[config.mk]
export PLATFORM = sky130hd
export DESIGN_NAME = neuron_mac_tanh_top
export DESIGN_NICKNAME = d
export VERILOG_FILES = /design/src/rtl/nmt_pkg.sv /design/src/rtl/nmt_fifo.sv /design/src/rtl/nmt_front.sv /design/src/rtl/nmt_back.sv /design/src/rtl/neuron_mac_tanh_top.sv
export VERILOG_INCLUDE_DIRS = /design/src /design/src/rtl
export SDC_FILE = /design/constraint.sdc
export NUM_CORES = 2
export LEC_CHECK = 0
export ABC_CLOCK_PERIOD_IN_PS = 18800
export BUFFER_PORTS_ARGS = -buffer_cell sky130_fd_sc_hd__buf_2
export CORE_AREA = 2 2 297 299
export CTS_CLUSTER_DIAMETER = 30
export DETAILED_ROUTE_END_ITERATION = 16
export DIE_AREA = 0 0 299 301
export PLACE_DENSITY = 0.77
export SYNTH_ARGS = -nofsm -noshare
export SYNTH_HDL_FRONTEND = slang
export SYNTH_SLANG_ARGS = --single-unit
[constraint.sdc]
create_clock -name clk -period 18.8 [get_ports clk]
set_input_delay 0.94 -clock clk [delete_from_list [all_inputs] [get_ports clk]]
set_output_delay 0.94 -clock clk [all_outputs]
set_load 0.1 [all_outputs]
[src/rtl/neuron_mac_tanh_top_defines.svh]
// assertion macros shared by the neuron mac rtl
`ifndef NEURON_MAC_TANH_TOP_DEFINES_SVH
`define NEURON_MAC_TANH_TOP_DEFINES_SVH

`ifndef SYNTHESIS
// consequent holds in the same cycle as the antecedent
`define NMT_ASSERT_SAME(lbl, clk, rst, ante, cons, msg) \
  lbl: assert property (@(posedge clk) disable iff (rst) (ante) |-> (cons)) \
    else $error(msg);
// consequent holds in the cycle after the antecedent
`define NMT_ASSERT_NEXT(lbl, clk, rst, ante, cons, msg) \
  lbl: assert property (@(posedge clk) disable iff (rst) (ante) |=> (cons)) \
    else $error(msg);
`else
`define NMT_ASSERT_SAME(lbl, clk, rst, ante, cons, msg)
`define NMT_ASSERT_NEXT(lbl, clk, rst, ante, cons, msg)
`endif

`endif

[src/rtl/nmt_pkg.sv]
// shared types, constants and table build functions for the neuron mac block
`default_nettype none

package nmt_pkg;

  // datapath widths and queue depth
  localparam int ACC_W       = 48;
  localparam int PROD_W      = 32;
  localparam int FRAC_W      = 26;
  localparam int QUEUE_DEPTH = 4;

  localparam logic [ACC_W-1:0] ACC_MAX = {1'b0, {(ACC_W-1){1'b1}}};
  localparam logic [ACC_W-1:0] ACC_MIN = {1'b1, {(ACC_W-1){1'b0}}};
  localparam logic [63:0]      Q30_ONE = 64'd1 << 30;

  // register map, indexed by paddr[2]
  localparam logic REG_INTERCEPT = 1'b0;
  localparam logic REG_MODE      = 1'b1;

  // input request
  typedef struct packed {
    logic signed [15:0] input_value;
    logic signed [15:0] node_coefficient;
    logic               last_term;
  } in_req_t;

  // result
  typedef struct packed {
    logic signed [31:0] node_output;
    logic               saturated;
  } out_rsp_t;

  // queue entry between front and back
  typedef struct packed {
    logic signed [PROD_W-1:0] prod;
    logic                     last;
  } mac_term_t;

  // configuration seen by the back end
  typedef struct packed {
    logic signed [31:0] intercept;
    logic               mode;
  } cfg_t;

  // restoring division, used only while building the table
  function automatic logic [63:0] udiv64(input logic [63:0] n, input logic [63:0] d);
    logic [64:0] rem;
    logic [63:0] q;
    int          b;
    rem = '0;
    q   = '0;
    for (b = 63; b >= 0; b--) begin
      rem = {rem[63:0], n[b]};
      if (rem >= {1'b0, d}) begin
        rem  = rem - {1'b0, d};
        q[b] = 1'b1;
      end
    end
    return q;
  endfunction

  // tanh sample k of depth over [0, 4), unsigned q0.16
  function automatic logic [15:0] tanh_entry(input int unsigned k, input int unsigned depth);
    logic [63:0] z;
    logic [63:0] h;
    logic [63:0] term;
    logic [63:0] r;
    logic [63:0] num;
    logic [63:0] den;
    logic [63:0] y;
    int          j;
    int          s;
    z    = udiv64(64'(k) << 30, 64'(depth));
    term = Q30_ONE;
    h    = Q30_ONE;
    // taylor series of exp(z)
    for (j = 1; j < 40; j++) begin
      if (term != 64'd0) begin
        term = udiv64((term * z) >> 30, 64'(j));
        h    = h + term;
      end
    end
    // invert, then raise to the eighth power
    r = udiv64((64'd1 << 60) + (h >> 1), h);
    for (s = 0; s < 3; s++) begin
      r = (r * r) >> 30;
    end
    if (r > Q30_ONE) begin
      r = Q30_ONE;
    end
    num = (Q30_ONE - r) << 16;
    den = Q30_ONE + r;
    y   = udiv64(num + (den >> 1), den);
    if (y > 64'd65535) begin
      y = 64'd65535;
    end
    return y[15:0];
  endfunction

endpackage

`default_nettype wire

[src/rtl/nmt_fifo.sv]
// short request queue between the front and back ends
`default_nettype none
`include "neuron_mac_tanh_top_defines.svh"

module nmt_fifo import nmt_pkg::*; (
  input  logic      clk,
  input  logic      rst,
  input  logic      push,
  input  mac_term_t push_data,
  output logic      full,
  input  logic      pop,
  output mac_term_t head,
  output logic      empty
);

  localparam int PTR_W = $clog2(QUEUE_DEPTH);

  mac_term_t        mem [QUEUE_DEPTH];
  logic [PTR_W-1:0] wr_ptr;
  logic [PTR_W-1:0] rd_ptr;
  logic [PTR_W:0]   count;

  // status and head entry
  assign full  = (count == (PTR_W+1)'(QUEUE_DEPTH));
  assign empty = (count == '0);
  assign head  = mem[rd_ptr];

  // entry storage
  always_ff @(posedge clk) begin
    if (push) begin
      mem[wr_ptr] <= push_data;
    end
  end

  // pointers and fill count
  always_ff @(posedge clk) begin
    if (rst) begin
      wr_ptr <= '0;
      rd_ptr <= '0;
      count  <= '0;
    end else begin
      if (push) begin
        wr_ptr <= wr_ptr + 1'b1;
      end
      if (pop) begin
        rd_ptr <= rd_ptr + 1'b1;
      end
      unique case ({push, pop})
        2'b10:   count <= count + 1'b1;
        2'b01:   count <= count - 1'b1;
        default: count <= count;
      endcase
    end
  end

  `NMT_ASSERT_SAME(a_no_push_full, clk, rst, push, !full, "push into full queue")
  `NMT_ASSERT_SAME(a_no_pop_empty, clk, rst, pop, !empty, "pop from empty queue")
  `NMT_ASSERT_NEXT(a_count_up, clk, rst, push && !pop, count == $past(count) + 1'b1, "count did not grow")

endmodule

`default_nettype wire

[src/rtl/nmt_front.sv]
// front end: takes requests and forms the product term for the queue
`default_nettype none

module nmt_front import nmt_pkg::*; (
  input  logic      in_valid,
  output logic      in_stall,
  input  in_req_t   in_data,
  input  logic      full,
  output logic      push,
  output mac_term_t push_data
);

  // hold off the sender while the queue is full
  assign in_stall = full;
  assign push     = in_valid && !full;

  // exact q8.24 product of two q4.12 values, tagged with the last flag
  assign push_data.prod = PROD_W'($signed(in_data.input_value))
                        * PROD_W'($signed(in_data.node_coefficient));
  assign push_data.last = in_data.last_term;

endmodule

`default_nettype wire

[src/rtl/nmt_back.sv]
// back end: guarded accumulation and the activation sequencer
`default_nettype none
`include "neuron_mac_tanh_top_defines.svh"

module nmt_back import nmt_pkg::*; #(
  parameter int TANH_TABLE_DEPTH = 256
) (
  input  logic      clk,
  input  logic      rst,
  input  cfg_t      cfg,
  input  mac_term_t term,
  input  logic      empty,
  output logic      pop,
  output logic      out_valid,
  input  logic      out_stall,
  output out_rsp_t  out_data
);

  localparam int IDX_W = $clog2(TANH_TABLE_DEPTH);
  localparam int POS_W = FRAC_W + $clog2(TANH_TABLE_DEPTH + 1);
  localparam logic [IDX_W-1:0] LAST_IDX  = IDX_W'(TANH_TABLE_DEPTH - 1);
  localparam logic [POS_W-1:0] DEPTH_POS = POS_W'(TANH_TABLE_DEPTH);
  localparam logic [16:0]      ONE_Q16   = 17'h10000;

  typedef enum logic [2:0] {
    ST_ACC, ST_HALF, ST_MAG, ST_POS, ST_LOOK, ST_MULT, ST_DONE
  } state_t;

  state_t            state;
  logic [ACC_W-1:0]  acc;
  logic [ACC_W-1:0]  half;
  logic              sat;
  logic [ACC_W-1:0]  mag;
  logic              neg;
  logic [POS_W-1:0]  pos;
  logic              big;
  logic [16:0]       t0;
  logic [16:0]       dlt;
  logic [FRAC_W-1:0] frac;
  logic [42:0]       interp;

  logic [15:0]       tanh_lut [TANH_TABLE_DEPTH];
  logic [ACC_W:0]    sum_ext;
  logic [ACC_W-1:0]  acc_next;
  logic [ACC_W:0]    scalar;
  logic [IDX_W-1:0]  idx;
  logic [IDX_W-1:0]  idx_up;
  logic [16:0]       t0_next;
  logic [16:0]       t1_next;
  logic [16:0]       y;
  logic [31:0]       mag_q24;
  logic [31:0]       tanh_res;
  logic              clip;
  logic [31:0]       id_res;
  out_rsp_t          result;

  // constant tanh table built at elaboration
  for (genvar k = 0; k < TANH_TABLE_DEPTH; k++) begin : g_lut
    localparam logic [15:0] ENTRY = tanh_entry(k, TANH_TABLE_DEPTH);
    assign tanh_lut[k] = ENTRY;
  end

  assign pop = (state == ST_ACC) && !empty;

  // saturating accumulate
  always_comb begin
    sum_ext = {acc[ACC_W-1], acc}
            + {{(ACC_W+1-PROD_W){term.prod[PROD_W-1]}}, term.prod};
    if (sum_ext[ACC_W] != sum_ext[ACC_W-1]) begin
      acc_next = sum_ext[ACC_W] ? ACC_MIN : ACC_MAX;
    end else begin
      acc_next = sum_ext[ACC_W-1:0];
    end
  end

  // intercept add, halved by the shift below
  assign scalar = {acc[ACC_W-1], acc}
                + {{(ACC_W+1-32){cfg.intercept[31]}}, cfg.intercept};

  // table lookup and slope
  always_comb begin
    idx     = pos[FRAC_W +: IDX_W];
    idx_up  = idx + 1'b1;
    t0_next = {1'b0, tanh_lut[idx]};
    t1_next = (idx == LAST_IDX) ? ONE_Q16 : {1'b0, tanh_lut[idx_up]};
    if (t1_next < t0_next) begin
      t1_next = t0_next;
    end
  end

  // final result forming
  always_comb begin
    y        = big ? ONE_Q16 : t0 + interp[42:FRAC_W];
    mag_q24  = {7'b0, y, 8'b0};
    tanh_res = neg ? (~mag_q24 + 32'd1) : mag_q24;
    clip     = !((&half[ACC_W-1:31]) || !(|half[ACC_W-1:31]));
    if (clip) begin
      id_res = half[ACC_W-1] ? 32'h8000_0000 : 32'h7fff_ffff;
    end else begin
      id_res = half[31:0];
    end
    if (cfg.mode) begin
      result.node_output = tanh_res;
      result.saturated   = sat;
    end else begin
      result.node_output = id_res;
      result.saturated   = sat || clip;
    end
  end

  // sequencer, accumulator and output register
  always_ff @(posedge clk) begin
    if (rst) begin
      state     <= ST_ACC;
      acc       <= '0;
      out_valid <= 1'b0;
    end else begin
      if (out_valid && !out_stall && state != ST_DONE) begin
        out_valid <= 1'b0;
      end
      unique case (state)
        ST_ACC: begin
          if (pop) begin
            acc <= acc_next;
            if (term.last) begin
              state <= ST_HALF;
            end
          end
        end
        ST_HALF: begin
          half  <= scalar[ACC_W:1];
          sat   <= (acc == ACC_MAX) || (acc == ACC_MIN);
          acc   <= '0;
          state <= ST_MAG;
        end
        ST_MAG: begin
          neg   <= half[ACC_W-1];
          mag   <= half[ACC_W-1] ? (~half + 1'b1) : half;
          state <= ST_POS;
        end
        ST_POS: begin
          big   <= |mag[ACC_W-1:FRAC_W];
          pos   <= POS_W'(mag[FRAC_W-1:0]) * DEPTH_POS;
          state <= ST_LOOK;
        end
        ST_LOOK: begin
          t0    <= t0_next;
          dlt   <= t1_next - t0_next;
          frac  <= pos[FRAC_W-1:0];
          state <= ST_MULT;
        end
        ST_MULT: begin
          interp <= 43'(dlt) * 43'(frac);
          state  <= ST_DONE;
        end
        ST_DONE: begin
          if (!out_valid || !out_stall) begin
            out_valid <= 1'b1;
            out_data  <= result;
            state     <= ST_ACC;
          end
        end
        default: state <= ST_ACC;
      endcase
    end
  end

  `NMT_ASSERT_SAME(a_pop_only_acc, clk, rst, state != ST_ACC, !pop, "pop while finishing")
  `NMT_ASSERT_SAME(a_rise_from_done, clk, rst, $rose(out_valid), $past(state == ST_DONE), "result outside done")
  `NMT_ASSERT_NEXT(a_acc_cleared, clk, rst, state == ST_HALF, acc == '0, "accumulator not cleared")

endmodule

`default_nettype wire

[src/rtl/neuron_mac_tanh_top.sv]
// Top level of one neural-network node: streamed q4.12 dot product with tanh
// or identity activation.
// Input channel (in_valid / in_stall / in_data): one request per term, taken
// at an edge with in_valid high and in_stall low. The product enters a
// four-entry queue; in_stall rises only when that queue is full.
// The back end drains one non-last term per cycle, while it is accumulating
// and the queue is not empty, into a saturating 48-bit accumulator. A term
// marked last_term runs a finishing sequence of seven steps (accumulate,
// intercept and halving, magnitude, table position, lookup, interpolation
// multiply, output), so the back end takes no new term until the node is
// finished; new requests keep queueing meanwhile.
// Output channel (out_valid / out_stall / out_data): a result register holds
// the result while out_stall is high; the back end then waits in its output
// step and the queue fills behind it.
// Configuration: apb writes at 0 (intercept_q24) and 4 (activation_mode).
// Reset clears the queue, the accumulator and the output valid flag, sets the
// intercept to zero and selects tanh.
`default_nettype none

module neuron_mac_tanh_top import nmt_pkg::*; #(
  parameter int TANH_TABLE_DEPTH = 256
) (
  input  logic        clk,
  input  logic        rst,
  input  logic        in_valid,
  output logic        in_stall,
  input  in_req_t     in_data,
  output logic        out_valid,
  input  logic        out_stall,
  output out_rsp_t    out_data,
  input  logic        psel,
  input  logic        penable,
  input  logic        pwrite,
  input  logic [2:0]  paddr,
  input  logic [31:0] pwdata,
  output logic [31:0] prdata,
  output logic        pready
);

  cfg_t      cfg;
  logic      cfg_wr;
  logic      push;
  mac_term_t push_data;
  logic      full;
  logic      pop;
  mac_term_t head;
  logic      empty;

  // configuration registers
  assign pready = 1'b1;
  assign cfg_wr = psel && penable && pwrite && pready;

  always_ff @(posedge clk) begin
    if (rst) begin
      cfg.intercept <= '0;
      cfg.mode      <= 1'b1;
    end else if (cfg_wr) begin
      unique case (paddr[2])
        REG_INTERCEPT: cfg.intercept <= pwdata;
        REG_MODE:      cfg.mode      <= pwdata[0];
        default:       cfg.mode      <= cfg.mode;
      endcase
    end
  end

  // register read back
  always_comb begin
    unique case (paddr[2])
      REG_INTERCEPT: prdata = cfg.intercept;
      REG_MODE:      prdata = {31'b0, cfg.mode};
      default:       prdata = '0;
    endcase
  end

  nmt_front u_front (
    .in_valid  (in_valid),
    .in_stall  (in_stall),
    .in_data   (in_data),
    .full      (full),
    .push      (push),
    .push_data (push_data)
  );

  nmt_fifo u_fifo (
    .clk       (clk),
    .rst       (rst),
    .push      (push),
    .push_data (push_data),
    .full      (full),
    .pop       (pop),
    .head      (head),
    .empty     (empty)
  );

  nmt_back #(
    .TANH_TABLE_DEPTH (TANH_TABLE_DEPTH)
  ) u_back (
    .clk       (clk),
    .rst       (rst),
    .cfg       (cfg),
    .term      (head),
    .empty     (empty),
    .pop       (pop),
    .out_valid (out_valid),
    .out_stall (out_stall),
    .out_data  (out_data)
  );

endmodule

`default_nettype wire
==> impl.org <==
** Outcome
- Run status :: complete, no violations

** STA
- Setup-violating endpoint count in the final report :: 0
- Setup repair after global routing missed its margin :: no
- Fin crit period :: 10030 ps
- Number of max-slew violations in the final report :: 0
- Clock skew on the completed layout was measured at 42.6 ps.
- Total negative setup slack :: 0 ps
- Share of the clock period used by the worst path after layout :: 53.4%
- At the pin with the least slew margin, the transition time is 1090 ps.
- For this run, the top clock speed supported by timing is 0.0997 GHz.
- Hold Fails Final Rpt :: 0
- In this run the tightest slew margin relative to its limit is 26.2%.

** Route
- Routed wire per std cell :: 21.6 µm
- Via-to-Cell Ratio :: 6.31
- First-pass iteration count of the detailed router :: 10
- In the routed design, unresolved DRC markers number 0.
- Antenna viol nets, final :: 0
- Total vias in the final route :: 44221
- Summed over all layers, the routed wires come to 151 mm.
- Violation count after the first detailed-routing iteration :: 4977

** Worst setup path
- Along the worst path, the maximum fanout reaches 54.
- Critical path class :: reg -> reg
- Worst EP required :: 19130 ps
- CP max stage delay :: 820 ps
- STA puts the critical path data arrival time at 10360 ps.
- The largest individual stage delay along the critical path comes from the cell edfxtp_1.
- Cell seen most often among critical-path stages :: o21ai_0
- CP Launch Type :: register
- Kind of end point of the critical path :: register

** Synth
- Dividing the synthesized area by the synthesized cell count gives 8.86 µm².
- Counting every net in the synthesized netlist gives 6802.
- In this run, synthesis produced a sequential element count of 452.
- Proportion of synthesized area in mux cells :: 2.66%
- Asr flop ratio synth :: 0%
- Number of enable flip-flop cells after synthesis :: 358
- During synthesis, Yosys emitted a total of 0 warnings.
- Share of synthesized cell area in and, or, nand and nor gates :: 16.6%
- Synth unique cells :: 84
- Post-Synth Adder-Cell Area :: 28.5%
- The share of the Yosys chip area taken by registers is 24.4%.
- Area share of xor/xnor cells in the synthesized design :: 3.97%
- The cell count after synthesis came out at 5849.
- Combinational family with the most area after synthesis :: adder cells
- Prevailing post-synth register cell :: edfxtp_1
- Post-synthesis compound-gate area fraction :: 16.4%
- After synthesis the cells add up to 0.0518 mm².

** GRT
- The via count of the first global-routing pass was 43989.
- For this run the aggregate overflow at the end of global routing stands at 0.
- The initial antenna violation count was 2.
- Across every metal layer, demand over resource in global routing totals 33.7%.
- Pin count of the biggest net entering global routing :: 86
- The first global-routing pass estimated 241 mm of wire.

** Cells and area
- Of the cells placed in the final design, the portion with a size suffix greater than 1 is 7.86%.
- Layout Cell Area excl Fill :: 0.0560 mm²
- Number of filler cells placed in the layout :: 6971
- From synthesis to final layout, the design area changed by 8.07%.
- For this run, the post-layout net count is 6749.
- In the layout the commonest cells are nand2_1, inv_1, fa_1.
- Most common library cell in the layout ignoring fill and taps :: nand2_1

** Hold path
- Hold/Removal Path Class :: reg -> reg

** Floorplan
- The floorplan step set the die height to 301 µm.
- Effective utilization at floorplan :: 59.9%
- # IOs :: 143
- Std-Cell Rows :: 108
- Die X-Extent :: 299 µm
- The core region is 0.0865 mm².
- Die ar. :: 0.0900 mm²

** Clock tree
- TritonCTS clock tree :: built
- Clk slew on worst S/H paths :: 50 ps
- Buffers inserted during clock tree synthesis total 74.
- Root buffer cell :: clkbuf_16
- Counting along the longest clock path gives a buffer depth of 3.
- Once the clock tree was built, the resizer swapped 0 gates to a different size.
- The number of setup buffers added after CTS is 0.
- In this run, post-CTS hold repair placed 0 buffers.
- Worst-skew pair later-pin latency :: 640 ps
- In this run the number of H-tree levels came out at 3.
- Sink count of the clock tree :: 452

** Placed design
- At the end of routability-driven placement, the weighted congestion stood at 1.04.
- Once placement finished, the instance area stood at 0.0533 mm².
- The HPWL after detailed placement is 109 mm.
- Input and output buffers added on the ports amount to 139.

** Power and ir drop
- Maximum vdd drop :: 1.12 mV
- Power spread over the standard cell area amounts to 162 mW/mm².
- In this run the static leakage power is 24.4 nW.

** Run
- The tool flagged a number of max-cap violations equal to 0.
[area by class of cell]
class	instances	area, µm²	share of cell area [%]
clock inverters	49	736	1.31
multi-input cells	4362	35400	63.2
well taps	1155	1450	2.58
inverters	688	2580	4.61
flip-flops and latches	452	12600	22.6
diodes	2	5.00	0.00894
clock buffers	86	1910	3.41
repair buffers	218	1290	2.30
[worst max-delay path, delay by kind of cell (launching register included)]
kind,cells,cell delay (ps)
compound gates,20,4190
buf+inv,6,2420
fa+ha+maj,5,1580
flops,1,820
simple gates,4,410
mux,1,190
xor+xnor,1,90
[layer usage]
metal	vias to the layer above	track usage, %	part of all wire, %
li1	19933	-	-
met4	2	15.0	5.0
met1	21463	43.7	39
met5	-	0	0.0086
met2	2327	55.9	47
met3	496	5.29	9.1
[sequential cells by signal, indices dropped and copies added, names as in the netlist, 3 cells and up, named ones only]
register and flops:
u_back.out_data 33, u_back.frac 18, cfg 33, u_back.mag 48, u_back.acc 48, u_fifo.mem 132, u_back.interp 17, u_back.t0 16
u_back.dlt 17, u_back.state 3, u_fifo.count 3, u_back.pos 26, u_back.half 48
[report_power, final]
part / internal [mW] / total (mW) / switching (mW)
clock network: 0.899 / 1.42 / 0.518
registers: 2.02 / 2.14 / 0.122
logic: 2.12 / 5.52 / 3.40
[kinds of logic after synthesis]
| group | Yosys count |
|---|---|
| AND/OR/NAND/NOR | 1827 |
| AO/OA/AOI/OAI | 1341 |
| buffers and inverters | 1035 |
| adder cells (fa/ha/maj) | 878 |
| flip-flops | 452 |
| XOR/XNOR | 235 |
| multiplexers | 80 |
| other | 1 |
[final timing paths]
kind | from | end | slack, ps | cells after the start
max | u_back.pos[26] | u_back.dlt[16] | 8770 | 37
min | u_back.pos[16] | u_back.frac[16] | 420 | 0
max reg2reg | u_back.pos[26] | u_back.dlt[16] | 8770 | 37
min reg2reg | u_back.pos[16] | u_back.frac[16] | 420 | 0
[cells in the mapped netlist, types with 17 or more instances]
cell type,count,area share [%]
o31ai_1,33,0.48
nand2_1,772,5.6
xor2_1,68,1.1
a31oi_1,54,0.65
inv_1,682,4.9
nand3_1,96,0.93
nor4_1,29,0.35
a211o_1,17,0.29
a21o_1,77,1.1
nor3_1,82,0.79
o21bai_1,18,0.26
edfxtp_1,358,21
a211oi_1,65,0.94
o311ai_0,27,0.46
or2_2,18,0.22
mux2_2,21,0.46
nand2b_1,45,0.54
buf_1,42,0.30
nand4_1,39,0.47
clkbuf_1,302,2.2
xnor2_1,167,2.8
ha_1,374,9.0
o21ai_0,346,3.3
a21oi_1,387,3.7
and2_1,247,3.0
and3_1,32,0.39
or3_1,31,0.37
o21a_1,38,0.55
nor2b_1,69,0.83
fa_1,504,19
dfxtp_1,94,3.6
a311oi_1,37,0.63
nor2_1,316,2.3
o211ai_1,70,1.0
mux4_2,44,1.9
[through the flow]
stage | util [%] | total power [mW] | setup WS, ps | hold slack, ps | instances
floorplan | - | 6.20 | 10900 | 400 | 5849
global placement | 61.7 | 7.38 | 9250 | 400 | 6875
CTS | 64.7 | 9.08 | 9130 | 417 | 7010
detailed placement | 61.7 | 7.59 | 9130 | 405 | 6875
global route | 64.7 | 9.84 | 8340 | 423 | 7011
finish | 64.7 | 9.07 | 8770 | 416 | 7012
No activity file was read; power rests on OpenSTA's default activity.
